`src/hdl/mbps_pkg.sv`:
```
// ----------------------------------------------------------------------------
// Masked byte pattern scanner package
// Shared constants, register indexes and types for the scanner blocks.
// ----------------------------------------------------------------------------
package mbps_pkg;

    // Window depth and largest usable pattern length
    localparam int MAX_PATTERN = 16;
    localparam int FILL_W      = $clog2(MAX_PATTERN + 1);
    localparam int IDX_W       = (MAX_PATTERN > 1) ? $clog2(MAX_PATTERN) : 1;

    // Fixed field widths
    localparam int BYTE_W   = 8;
    localparam int ADDR_W   = 48;
    localparam int CFG_W    = 64;
    localparam int CARE_W   = 16;
    localparam int LENCFG_W = 5;
    localparam int PAT_BYTES = 16;
    localparam int CFG_IDX_W = 2;

    typedef logic [BYTE_W-1:0]    byte_t;
    typedef logic [ADDR_W-1:0]    addr_t;
    typedef logic [FILL_W-1:0]    fill_t;
    typedef logic [CFG_IDX_W-1:0] cfg_index_t;

    typedef enum logic [CFG_IDX_W-1:0] {
        REG_PATTERN_LOW    = 2'd0,
        REG_PATTERN_HIGH   = 2'd1,
        REG_CARE_MASK      = 2'd2,
        REG_PATTERN_LENGTH = 2'd3
    } cfg_reg_t;

    // Active pattern setup handed to the match core
    typedef struct packed {
        logic [CFG_W-1:0]  pattern_low;
        logic [CFG_W-1:0]  pattern_high;
        logic [CARE_W-1:0] care_mask;
        fill_t             length;
    } scan_cfg_t;

    // One result transaction
    typedef struct packed {
        logic  found;
        addr_t match_address;
    } result_t;

    // Result push from the match core to the output queue
    typedef struct packed {
        logic    push;
        result_t res;
    } result_push_t;

endpackage

```
`src/hdl/mbps_if.sv`:
```
// ----------------------------------------------------------------------------
// Scanner channel interfaces
// Valid/ready channels for the byte stream and the scan results.
// ----------------------------------------------------------------------------
interface mbps_byte_if;
    import mbps_pkg::*;

    logic  valid;
    logic  ready;
    byte_t data_byte;
    addr_t byte_address;
    logic  restart;
    logic  last_byte;

    modport source (output valid, output data_byte, output byte_address,
                    output restart, output last_byte, input ready);
    modport sink   (input valid, input data_byte, input byte_address,
                    input restart, input last_byte, output ready);
endinterface

interface mbps_result_if;
    import mbps_pkg::*;

    logic  valid;
    logic  ready;
    logic  found;
    addr_t match_address;
    logic  last;

    modport source (output valid, output found, output match_address,
                    output last, input ready);
    modport sink   (input valid, input found, input match_address,
                    input last, output ready);
endinterface

```
`src/hdl/mbps_cfg_regs.sv`:
```
// ----------------------------------------------------------------------------
// Scanner configuration registers
// Holds pattern, care mask and the clamped pattern length.
// ----------------------------------------------------------------------------
module mbps_cfg_regs (
    input  logic                          clk,
    input  logic                          rst_n,
    input  logic                          cfg_we,
    input  mbps_pkg::cfg_index_t          cfg_index,
    input  logic [mbps_pkg::CFG_W-1:0]    cfg_data,
    output mbps_pkg::scan_cfg_t           cfg
);
    import mbps_pkg::*;

    logic [CFG_W-1:0]    pattern_low_reg;
    logic [CFG_W-1:0]    pattern_high_reg;
    logic [CARE_W-1:0]   care_mask_reg;
    fill_t               length_reg;
    logic [LENCFG_W-1:0] len_raw;
    fill_t               length_next;

    // Clamp the written length to 1..MAX_PATTERN
    assign len_raw = cfg_data[LENCFG_W-1:0];

    always_comb
    begin
        if (len_raw == '0)
            length_next = fill_t'(1);
        else if (32'(len_raw) > MAX_PATTERN)
            length_next = fill_t'(MAX_PATTERN);
        else
            length_next = fill_t'(len_raw);
    end

    always_ff @(posedge clk or negedge rst_n)
    begin
        if (!rst_n)
        begin
            pattern_low_reg  <= '0;
            pattern_high_reg <= '0;
            care_mask_reg    <= '1;
            length_reg       <= fill_t'(MAX_PATTERN);
        end
        else if (cfg_we)
        begin
            unique case (cfg_reg_t'(cfg_index))
                REG_PATTERN_LOW:    pattern_low_reg  <= cfg_data;
                REG_PATTERN_HIGH:   pattern_high_reg <= cfg_data;
                REG_CARE_MASK:      care_mask_reg    <= cfg_data[CARE_W-1:0];
                REG_PATTERN_LENGTH: length_reg       <= length_next;
                default: ;
            endcase
        end
    end

    assign cfg.pattern_low  = pattern_low_reg;
    assign cfg.pattern_high = pattern_high_reg;
    assign cfg.care_mask    = care_mask_reg;
    assign cfg.length       = length_reg;

endmodule

```
`src/hdl/mbps_match_core.sv`:
```
// ----------------------------------------------------------------------------
// Scanner match core
// Shift-register window with a parallel masked compare against the pattern.
// ----------------------------------------------------------------------------
module mbps_match_core (
    input  logic                    clk,
    input  logic                    rst_n,
    input  mbps_pkg::scan_cfg_t     cfg,
    input  logic                    accept,
    input  mbps_pkg::byte_t         data_byte,
    input  mbps_pkg::addr_t         byte_address,
    input  logic                    restart,
    input  logic                    last_byte,
    output mbps_pkg::result_push_t  result
);
    import mbps_pkg::*;

    byte_t window_reg  [MAX_PATTERN];
    byte_t window_next [MAX_PATTERN];
    fill_t fill_reg;
    fill_t fill_next;
    logic  match_seen_reg;

    byte_t pat_byte [MAX_PATTERN];
    logic  pat_care [MAX_PATTERN];
    logic  [MAX_PATTERN-1:0] pos_ok;
    logic  hit;
    fill_t base;

    // Pattern bytes beyond the sixteen programmable ones are wildcards
    always_comb
    begin
        for (int k = 0; k < MAX_PATTERN; k++)
        begin
            if (k < PAT_BYTES)
            begin
                pat_byte[k] = (k < 8) ? cfg.pattern_low[(k % 8) * 8 +: 8]
                                      : cfg.pattern_high[(k % 8) * 8 +: 8];
                pat_care[k] = cfg.care_mask[k % PAT_BYTES];
            end
            else
            begin
                pat_byte[k] = '0;
                pat_care[k] = 1'b0;
            end
        end
    end

    // Shift in the new byte; window[0] is the newest
    always_comb
    begin
        window_next[0] = data_byte;
        for (int j = 1; j < MAX_PATTERN; j++)
            window_next[j] = window_reg[j-1];
    end

    always_comb
    begin
        if (restart)
            fill_next = fill_t'(1);
        else if (32'(fill_reg) < MAX_PATTERN)
            fill_next = fill_reg + fill_t'(1);
        else
            fill_next = fill_reg;
    end

    // Window slot j lines up with pattern byte length-1-j
    assign base = cfg.length - fill_t'(1);

    always_comb
    begin
        fill_t k;
        logic [IDX_W-1:0] ki;
        for (int j = 0; j < MAX_PATTERN; j++)
        begin
            k  = base - fill_t'(j);
            ki = k[IDX_W-1:0];
            if (fill_t'(j) < cfg.length)
                pos_ok[j] = !pat_care[ki] || (window_next[j] == pat_byte[ki]);
            else
                pos_ok[j] = 1'b1;
        end
    end

    assign hit = !match_seen_reg && (fill_next >= cfg.length) && (&pos_ok);

    always_comb
    begin
        result.push              = accept && (hit || (last_byte && !match_seen_reg));
        result.res.found         = hit;
        result.res.match_address = hit ? (byte_address - addr_t'(base)) : '0;
    end

    // Window contents past the fill count are never compared
    always_ff @(posedge clk)
    begin
        if (accept)
            window_reg <= window_next;
    end

    always_ff @(posedge clk or negedge rst_n)
    begin
        if (!rst_n)
        begin
            fill_reg       <= '0;
            match_seen_reg <= 1'b0;
        end
        else if (accept)
        begin
            if (last_byte)
            begin
                fill_reg       <= '0;
                match_seen_reg <= 1'b0;
            end
            else
            begin
                fill_reg       <= fill_next;
                match_seen_reg <= match_seen_reg || hit;
            end
        end
    end

endmodule

```
`src/hdl/mbps_result_queue.sv`:
```
// ----------------------------------------------------------------------------
// Scanner result queue
// Two-entry output queue that decouples the result side from the byte side.
// ----------------------------------------------------------------------------
module mbps_result_queue (
    input  logic                    clk,
    input  logic                    rst_n,
    input  mbps_pkg::result_push_t  push,
    output logic                    full,
    mbps_result_if.source           result
);
    import mbps_pkg::*;

    result_t     entry_reg [2];
    logic        wr_ptr_reg;
    logic        rd_ptr_reg;
    logic [1:0]  count_reg;
    logic [1:0]  count_next;
    logic        pop;

    assign pop  = result.valid && result.ready;
    assign full = (count_reg == 2'd2);

    always_comb
    begin
        count_next = count_reg;
        if (push.push && !pop)
            count_next = count_reg + 2'd1;
        else if (!push.push && pop)
            count_next = count_reg - 2'd1;
    end

    always_ff @(posedge clk)
    begin
        if (push.push)
            entry_reg[wr_ptr_reg] <= push.res;
    end

    always_ff @(posedge clk or negedge rst_n)
    begin
        if (!rst_n)
        begin
            wr_ptr_reg <= 1'b0;
            rd_ptr_reg <= 1'b0;
            count_reg  <= '0;
        end
        else
        begin
            if (push.push)
                wr_ptr_reg <= !wr_ptr_reg;
            if (pop)
                rd_ptr_reg <= !rd_ptr_reg;
            count_reg <= count_next;
        end
    end

    assign result.valid         = (count_reg != 2'd0);
    assign result.found         = entry_reg[rd_ptr_reg].found;
    assign result.match_address = entry_reg[rd_ptr_reg].match_address;
    assign result.last          = 1'b1;

endmodule

```
`src/hdl/masked_byte_pattern_scanner_unit.sv`:
```
// Throughput: one byte per cycle while the result queue has room; the window
// shift and masked compare finish in the accept cycle, and a two-entry result
// queue absorbs output stalls.
// Reset: pattern, fill count and match flag clear at once; window bytes are not
// reset. Care mask resets to all ones, length to sixteen; no clearing pass needed.
// ----------------------------------------------------------------------------
// Masked byte pattern scanner
// Finds the first masked pattern match in each region of a byte stream.
// ----------------------------------------------------------------------------
module masked_byte_pattern_scanner_unit (
    input  logic                        clk,
    input  logic                        rst_n,
    input  logic                        cfg_we,
    input  mbps_pkg::cfg_index_t        cfg_index,
    input  logic [mbps_pkg::CFG_W-1:0]  cfg_data,
    mbps_byte_if.sink                   stream,
    mbps_result_if.source               result
);
    import mbps_pkg::*;

    scan_cfg_t    cfg;
    result_push_t push;
    logic         queue_full;
    logic         accept;

    // Hold off bytes only when both queue entries are taken
    assign stream.ready = !queue_full;
    assign accept       = stream.valid && stream.ready;

    mbps_cfg_regs u_cfg (
        .clk       (clk),
        .rst_n     (rst_n),
        .cfg_we    (cfg_we),
        .cfg_index (cfg_index),
        .cfg_data  (cfg_data),
        .cfg       (cfg)
    );

    mbps_match_core u_core (
        .clk          (clk),
        .rst_n        (rst_n),
        .cfg          (cfg),
        .accept       (accept),
        .data_byte    (stream.data_byte),
        .byte_address (stream.byte_address),
        .restart      (stream.restart),
        .last_byte    (stream.last_byte),
        .result       (push)
    );

    mbps_result_queue u_queue (
        .clk    (clk),
        .rst_n  (rst_n),
        .push   (push),
        .full   (queue_full),
        .result (result)
    );

endmodule

```
`src/flat_wrapper.sv`:
```
// flat-port wrapper written by rule: the top's interface ports become plain ports
module masked_byte_pattern_scanner_unit_flat import mbps_pkg::*;
  (clk, rst_n, cfg_we, cfg_index, cfg_data, stream_valid, stream_data_byte, stream_byte_address, stream_restart, stream_last_byte, stream_ready, result_valid, result_found, result_match_address, result_last, result_ready);
  mbps_byte_if stream_i ();
  mbps_result_if result_i ();
  input  logic clk;
  input  logic rst_n;
  input  logic cfg_we;
  input  mbps_pkg::cfg_index_t cfg_index;
  input  logic [mbps_pkg::CFG_W-1:0] cfg_data;
  input wire logic [$bits(stream_i.valid)-1:0] stream_valid;
  input wire logic [$bits(stream_i.data_byte)-1:0] stream_data_byte;
  input wire logic [$bits(stream_i.byte_address)-1:0] stream_byte_address;
  input wire logic [$bits(stream_i.restart)-1:0] stream_restart;
  input wire logic [$bits(stream_i.last_byte)-1:0] stream_last_byte;
  output wire logic [$bits(stream_i.ready)-1:0] stream_ready;
  output wire logic [$bits(result_i.valid)-1:0] result_valid;
  output wire logic [$bits(result_i.found)-1:0] result_found;
  output wire logic [$bits(result_i.match_address)-1:0] result_match_address;
  output wire logic [$bits(result_i.last)-1:0] result_last;
  input wire logic [$bits(result_i.ready)-1:0] result_ready;
  assign stream_i.valid = stream_valid;
  assign stream_i.data_byte = stream_data_byte;
  assign stream_i.byte_address = stream_byte_address;
  assign stream_i.restart = stream_restart;
  assign stream_i.last_byte = stream_last_byte;
  assign stream_ready = stream_i.ready;
  assign result_valid = result_i.valid;
  assign result_found = result_i.found;
  assign result_match_address = result_i.match_address;
  assign result_last = result_i.last;
  assign result_i.ready = result_ready;
  masked_byte_pattern_scanner_unit u_core (.clk(clk), .rst_n(rst_n), .cfg_we(cfg_we), .cfg_index(cfg_index), .cfg_data(cfg_data), .stream(stream_i), .result(result_i));
endmodule
```
`config.mk`:
```
export PLATFORM = sky130hd
export DESIGN_NAME = masked_byte_pattern_scanner_unit_flat
export DESIGN_NICKNAME = d
export VERILOG_FILES = /design/src/hdl/mbps_pkg.sv /design/src/hdl/mbps_if.sv /design/src/hdl/mbps_cfg_regs.sv /design/src/hdl/mbps_match_core.sv /design/src/hdl/mbps_result_queue.sv /design/src/hdl/masked_byte_pattern_scanner_unit.sv /design/src/flat_wrapper.sv
export SDC_FILE = /design/constraint.sdc
export NUM_CORES = 1
export LEC_CHECK = 0
export BUFFER_PORTS_ARGS = -buffer_cell sky130_fd_sc_hd__buf_2
export CORE_AREA = 8 8 267 269
export CTS_CLUSTER_SIZE = 10
export DETAILED_ROUTE_END_ITERATION = 6
export DIE_AREA = 0 0 275 277
export PLACE_DENSITY_LB_ADDON = 0.05
export SYNTH_ARGS = -nofsm -noshare
export SYNTH_HDL_FRONTEND = slang
export SYNTH_SLANG_ARGS = --single-unit
```
`constraint.sdc`:
```
create_clock -name clk -period 28.3 [get_ports clk]
set_input_delay 2.83 -clock clk [delete_from_list [all_inputs] [get_ports clk]]
set_output_delay 2.83 -clock clk [all_outputs]
set_load 0.01 [all_outputs]
```
# == Word level (Yosys, flattened, before mapping) ==
# Memory sizes are Yosys's and may differ from the RTL's.
# Index checks and enable logic that the tools add are counted.
# op_classes
n_addsub,20
n_lt_le_gt_ge,35
n_eq_ne,20
mux,123
n_bitwise,16
reduce_logical,57
# ops
op,n
8-bit binary-select mux with 4-bit select,16
8-bit two-way mux,32
8-bit equality test,16
5-bit >= comparator (second input constant),16
4-bit NOT with 5-bit output,16
1-bit binary-select mux with 4-bit select,16
1-bit two-way mux,51
48-bit two-way mux,1
48-bit by 5-bit subtractor with 48-bit output,1
4-bit by 5-bit < comparator with 1-bit output (first input constant),8
4-bit subtractor (second input constant),8
5-bit two-way mux,5
1-bit logical NOT,22
3-bit by 5-bit < comparator with 1-bit output (first input constant),4
1-bit logical OR,18
16-bit AND reduction,1
4-bit by 3-bit subtractor with 4-bit output (second input constant),4
1-bit by 5-bit < comparator with 1-bit output (first input constant),2
2-bit by 5-bit < comparator with 1-bit output (first input constant),2
1-bit logical AND,8
2-bit AND reduction,4
4-bit by 2-bit subtractor with 4-bit output (second input constant),2
2-bit equality test (second input constant),3
5-bit by 1-bit adder with 5-bit output (second input constant),1
12 further kinds,14
# totals
ff_bits,279
ramBits,98
out_inout_bits,52
wordCells,296
n_memories,1
# memory_table
memory,depth,word_bits,read_ports,rd_clocked_by_memory_dff,write_ports,line_no,source
u_core.u_queue.entry_reg,2,49,1,0,1,mbps_result_queue.sv:14,result_t entry_reg [2];

# == Depth between registers and ports, before layout ==
# logic_depth
depth_word,17
depth_mapped,29

# == Hierarchy ==
# From an unflattened synthesis, not the netlist that was laid out.
# hier_totals
cells_unflattened,1931
area_unflattened_um2,24953.9
# modules_own_cells
module,n_inst,cells_per_inst,area_per_inst_um2
mbps_match_core,1,1432,15308.4
mbps_cfg_regs,1,326,5645.4
mbps_result_queue,1,171,3990.1
masked_byte_pattern_scanner_unit,1,2,10.0

# == Worst setup path after synthesis ==
# OpenSTA, ideal clock, no wires.
# synth_timing
kind,register to register
from,reg u_core.u_cfg.length_reg[0]
to,"mem u_core.u_queue.entry_reg[0][0] (netlist bit), enable pin"
setup_ps,531
arrival_ps,8698
t_required_ps,27769
path_slack_ps,19071
stages_incl_launch_ff,20
n_path_buf,6
synth_period_minus_slack_ps,9229
path_cell_list,dfrtp_1 -> buf_4 -> clkinv_2 -> clkbuf_1 -> buf_2 -> buf_2 -> buf_1 -> ha_1 -> buf_2 -> or3b_4 -> o21a_1 -> o211ai_4 -> mux2_4 -> and3_1 -> or4_1 -> nor4_1 -> o311ai_1 -> nor4_4 -> nand3_2 -> a21boi_0
# synth_between
elab_chain_len,15
elab_cells_between_ends,216
cone_classes,16 x add/sub; 17 x order compare; 16 x eq/ne; 114 x mux; 16 x bitwise; 37 x reduce/logical
# synth_lines
item,line_no,source
start: declaration,mbps_cfg_regs.sv:18,fill_t length_reg;
start signal: assignment,mbps_cfg_regs.sv:42,length_reg <= fill_t'(MAX_PATTERN);
start signal: assignment,mbps_cfg_regs.sv:50,REG_PATTERN_LENGTH: length_reg <= length_next;
5-bit by 1-bit subtractor with 5-bit output,mbps_match_core.sv:68,assign base = cfg.length - fill_t'(1);
"4-bit by 1-bit subtractor with 4-bit output, or another cell as far along",mbps_match_core.sv:76,k = base - fill_t'(j);
4-bit NOT with 5-bit output (not written as such),mbps_match_core.sv:79,pos_ok[j] = !pat_care[ki] || (window_next[j] == pat_byte[ki]);
8-bit binary-select mux with 4-bit select / 1-bit binary-select mux with 4-bit select (equally long branches),mbps_match_core.sv:79,
8-bit two-way mux (not written as such) / 1-bit two-way mux (equally long branches) (2 in a row),mbps_match_core.sv:79,
8-bit equality test / 1-bit logical NOT (equally long branches),mbps_match_core.sv:79,
1-bit logical OR,mbps_match_core.sv:79,
1-bit two-way mux,mbps_match_core.sv:78,if (fill_t'(j) < cfg.length)
16-bit AND reduction,mbps_match_core.sv:85,assign hit = !match_seen_reg && (fill_next >= cfg.length) && (&pos_ok);
1-bit logical AND *,mbps_match_core.sv:85,
1-bit logical OR *,mbps_match_core.sv:89,result.push = accept && (hit || (last_byte && !match_seen_reg));
1-bit logical AND *,mbps_match_core.sv:89,
1-bit two-way mux *,mbps_result_queue.sv:35,if (push.push)
1-bit two-way mux (not written as such) *,mbps_result_queue.sv:36,entry_reg[wr_ptr_reg] <= push.res;
end: declaration,mbps_result_queue.sv:14,
# Mark *: on every way between the ends. The rest lies on a longest branch, timed or not. The select of a mux whose other input is x is not followed.

# == Final worst setup path ==
# layout_timing
from,reg u_core.u_cfg.length_reg[0]
to,"mem u_core.u_queue.entry_reg[1][11] (netlist bit), enable pin"
# The elaborated chain is that of the path after synthesis.

==> results.toml <==
[cts]
worstSkewPairLatency_ns = 0.60
h-tree-depth = 2
cts-buffers-inserted = 47
cts_resized = 0
root_buffer = "clkbuf_16"
clk_pin_slew_ns = 0.06
clock-sinks = 377
cts_tree = "built"
post_cts_buffers = 0
cts-hold-fix-buffers = 0
cts_buffer_depth = 3

[power]
p_seq_frac = 0.293
power.switching_mw = 1.31
internal_power_mw = 1.67
combinationalPowerShare = 0.516
peakVddDrop_mv = 0.0451
swShare = 0.439
powerDensity_nw_per_um2 = 101
power_frac_clock = 0.190
leakage_nw = 11.1

[floorplanning]
die_area_um2 = 76200
rows = 95
io_pins = 181
die_height_um = 277
core_area_um2 = 66800
die_x_um = 275
start_util = 0.396

[grt]
grt_overflow = 0
grt_pass1_vias = 19500
antenna_found_initial = 3
grt_pass1_wl_um = 140000
track_usage = 0.249
grt_max_degree = 115

[detailed_routing]
vias = 19800
wl_um = 96800
wire_per_inst_um = 29.8
drtAntennaViolNets = 0
drc_errors = 0
vias_per_cell = 6.10
drt_pre_antenna_iters = 5
drtIter0Drc = 1825

[layout]
area_delta_synth_final_pct = 11.5
diodes = 0
fillers = 6198
layoutNonFillerInstCount = 3246
layout.nets = 2477
seqCellArea_um2 = 10600
drive_gt1_frac = 0.313
largest_reg_flops = 120
multi_input_area_um2 = 15200

[worst_setup_path]
crit_fanout = 64
critPathLaunchType = "register"
arrival_ns = 8.87
crit_start = "u_core.u_cfg.length_reg[0]"
r2r-start = "u_core.u_cfg.length_reg[0]"
critPathCaptureType = "register"
critPathKind = "reg2reg"
worstPathRequired_ns = 28.50

[sta]
fin_setup_tns_ns = 0
setup_viol = 0
worst-slew-pin-transition_ns = 1.21
finalClockSkew_ns = 0.0330
maxSlewViolCount = 0
fmax_ghz = 0.115
fin_crit_sh = 0.307
timing.slew.headroom = 0.173
period_minus_slack_ns = 8.68
rsz0062_at_grt = "no"
hold_viol = 0

[synthesis]
synth_nets = 2361
synthDistinctLibCells = 89
synth_edf_count = 218
ys_seq_area_frac = 0.399
synth_seq_cells = 377
yosys_most_used_dff = "edfxtp_1"
synth_top_area_frac = 0.248
syn_area_um2 = 26400
syn_inst = 2219
synth-async-reset-ratio = 0.422
synth_largest_area_cell = "edfxtp_1"
synth_area_leaders = "edfxtp_1 25%, dfrtp_1 13%, mux4_2 12%"
syn_avg_cell_area_um2 = 11.9
synth_top_cells_by_count = "273 x mux2_2, 262 x mux2i_1, 218 x edfxtp_1"
ys_warn_count = 0
synth.most_common_cell = "mux2_2"

[place]
portBuffers = 179
dp_hpwl_um = 73600
gp_congestion = 1.00
placed_cells = 3159

[worst_hold_path]
hp-class = "reg2reg"
hp-start = "u_core.u_core.window_next[109]"

[outcome]
status = "finished, final reports clean"

[job]
drv_cap = 0
## routing by layer
| metal | GRT usage | up-vias | routed length, µm |
|---|---|---|---|
| met2 | 0.395 | 837 | 44900 |
| met1 | 0.346 | 10100 | 41900 |
| li1 | - | 8691 | - |
| met3 | 0.0410 | 147 | 6710 |
| met5 | 0 | - | 0 |
| met4 | 0.0790 | 0 | 3330 |
## metrics by stage
stage / setup slack (ns) / hold WS, ns / area (µm²) / power, mW / util
floorplan: 19.07 / 0.424 / 26400 / 1.85 / -
global placement: 19.76 / 0.456 / 28000 / 2.40 / 0.420
detailed placement: 19.69 / 0.460 / 28000 / 2.40 / 0.420
CTS: 19.66 / 0.475 / 29500 / 2.98 / 0.441
global route: 19.10 / 0.487 / 29500 / 3.12 / 0.441
finish: 19.62 / 0.476 / 29500 / 2.98 / 0.441
## final timing paths
| path | end | slack (ns) | cells after the start |
|---|---|---|---|
| worst min-delay path | u_core.u_core.window_next[101] | 0.48 | 0 |
| worst max register to register | u_core.u_queue.entry_reg[1][11] | 19.62 | 18 |
| worst max-delay path | u_core.u_queue.entry_reg[1][11] | 19.62 | 18 |
| max in group asynchronous | u_core.u_cfg.pattern_low_reg[9] | 24.54 | 2 |
| min in group asynchronous | u_core.u_cfg.pattern_high_reg[31] | 2.35 | 1 |
| worst min register to register | u_core.u_core.window_next[101] | 0.48 | 0 |
## cell usage in the layout, fill, tap and decap left out, types with 8 or more instances in the layout
cell / n
nor3_1: 43
and3_1: 10
nor4_1: 22
nand2_1: 155
nor2_1: 173
nand2b_1: 17
a211oi_1: 12
a21boi_0: 12
clkbuf_16: 48
a21oi_1: 56
nand3_1: 23
dfrtp_1: 139
nand4_1: 9
edfxtp_1: 218
xor2_1: 87
ha_1: 12
inv_1: 13
mux4_2: 137
o22ai_1: 26
a31oi_1: 9
xnor2_1: 102
or4_1: 12
o21a_1: 8
dfstp_2: 17
mux2_2: 273
buf_2: 178
or3_1: 15
o211ai_1: 24
o21ai_0: 46
o31ai_1: 12
buf_4: 33
mux2i_1: 262
clkbuf_1: 27
## kinds of logic after synthesis
logic type,Yosys count,synth area share
other,1,0.000142
buffers and inverters,163,0.0306
muxes,673,0.333
DFF,377,0.399
and+or+nand+nor,524,0.0938
xor gates and xnor gates,199,0.0682
AOI/OAI and AO/OA,267,0.0682
adders and majority gates,15,0.00691
## critical path, stage by stage, from the launching register on
cell and delay (ns):
dfrtp_4 0.84, inv_4 0.43, ha_4 0.80, buf_4 0.66, buf_4 0.82, buf_4 0.74, mux2i_1 0.26, mux4_2 0.53
mux2i_1 0.17, xnor2_1 0.14, o211ai_1 0.11, or4_1 0.43, a31oi_1 0.24, a21boi_0 0.36, and4_1 0.33, nand3_2 0.08
buf_4 0.33, a21oi_4 0.19, buf_4 0.56
## power groups by stage
stage	logic, mW	clock network, mW	registers (mW)
detailed placement	1.53	0	0.876
global placement	1.52	0	0.876
finish	1.54	0.566	0.874
floorplan	1.06	0	0.795
global route	1.63	0.604	0.885
CTS	1.53	0.583	0.868
## layout make-up
class,instances,area share
multi-input cells,1679,0.514
clock inverters,7,0.00191
clock buffers,80,0.0465
well taps,873,0.0371
inverters,17,0.00234
repair buffers,213,0.0397
flip-flops and latches,377,0.358
Note: power is estimated with default switching activity, not from simulation.
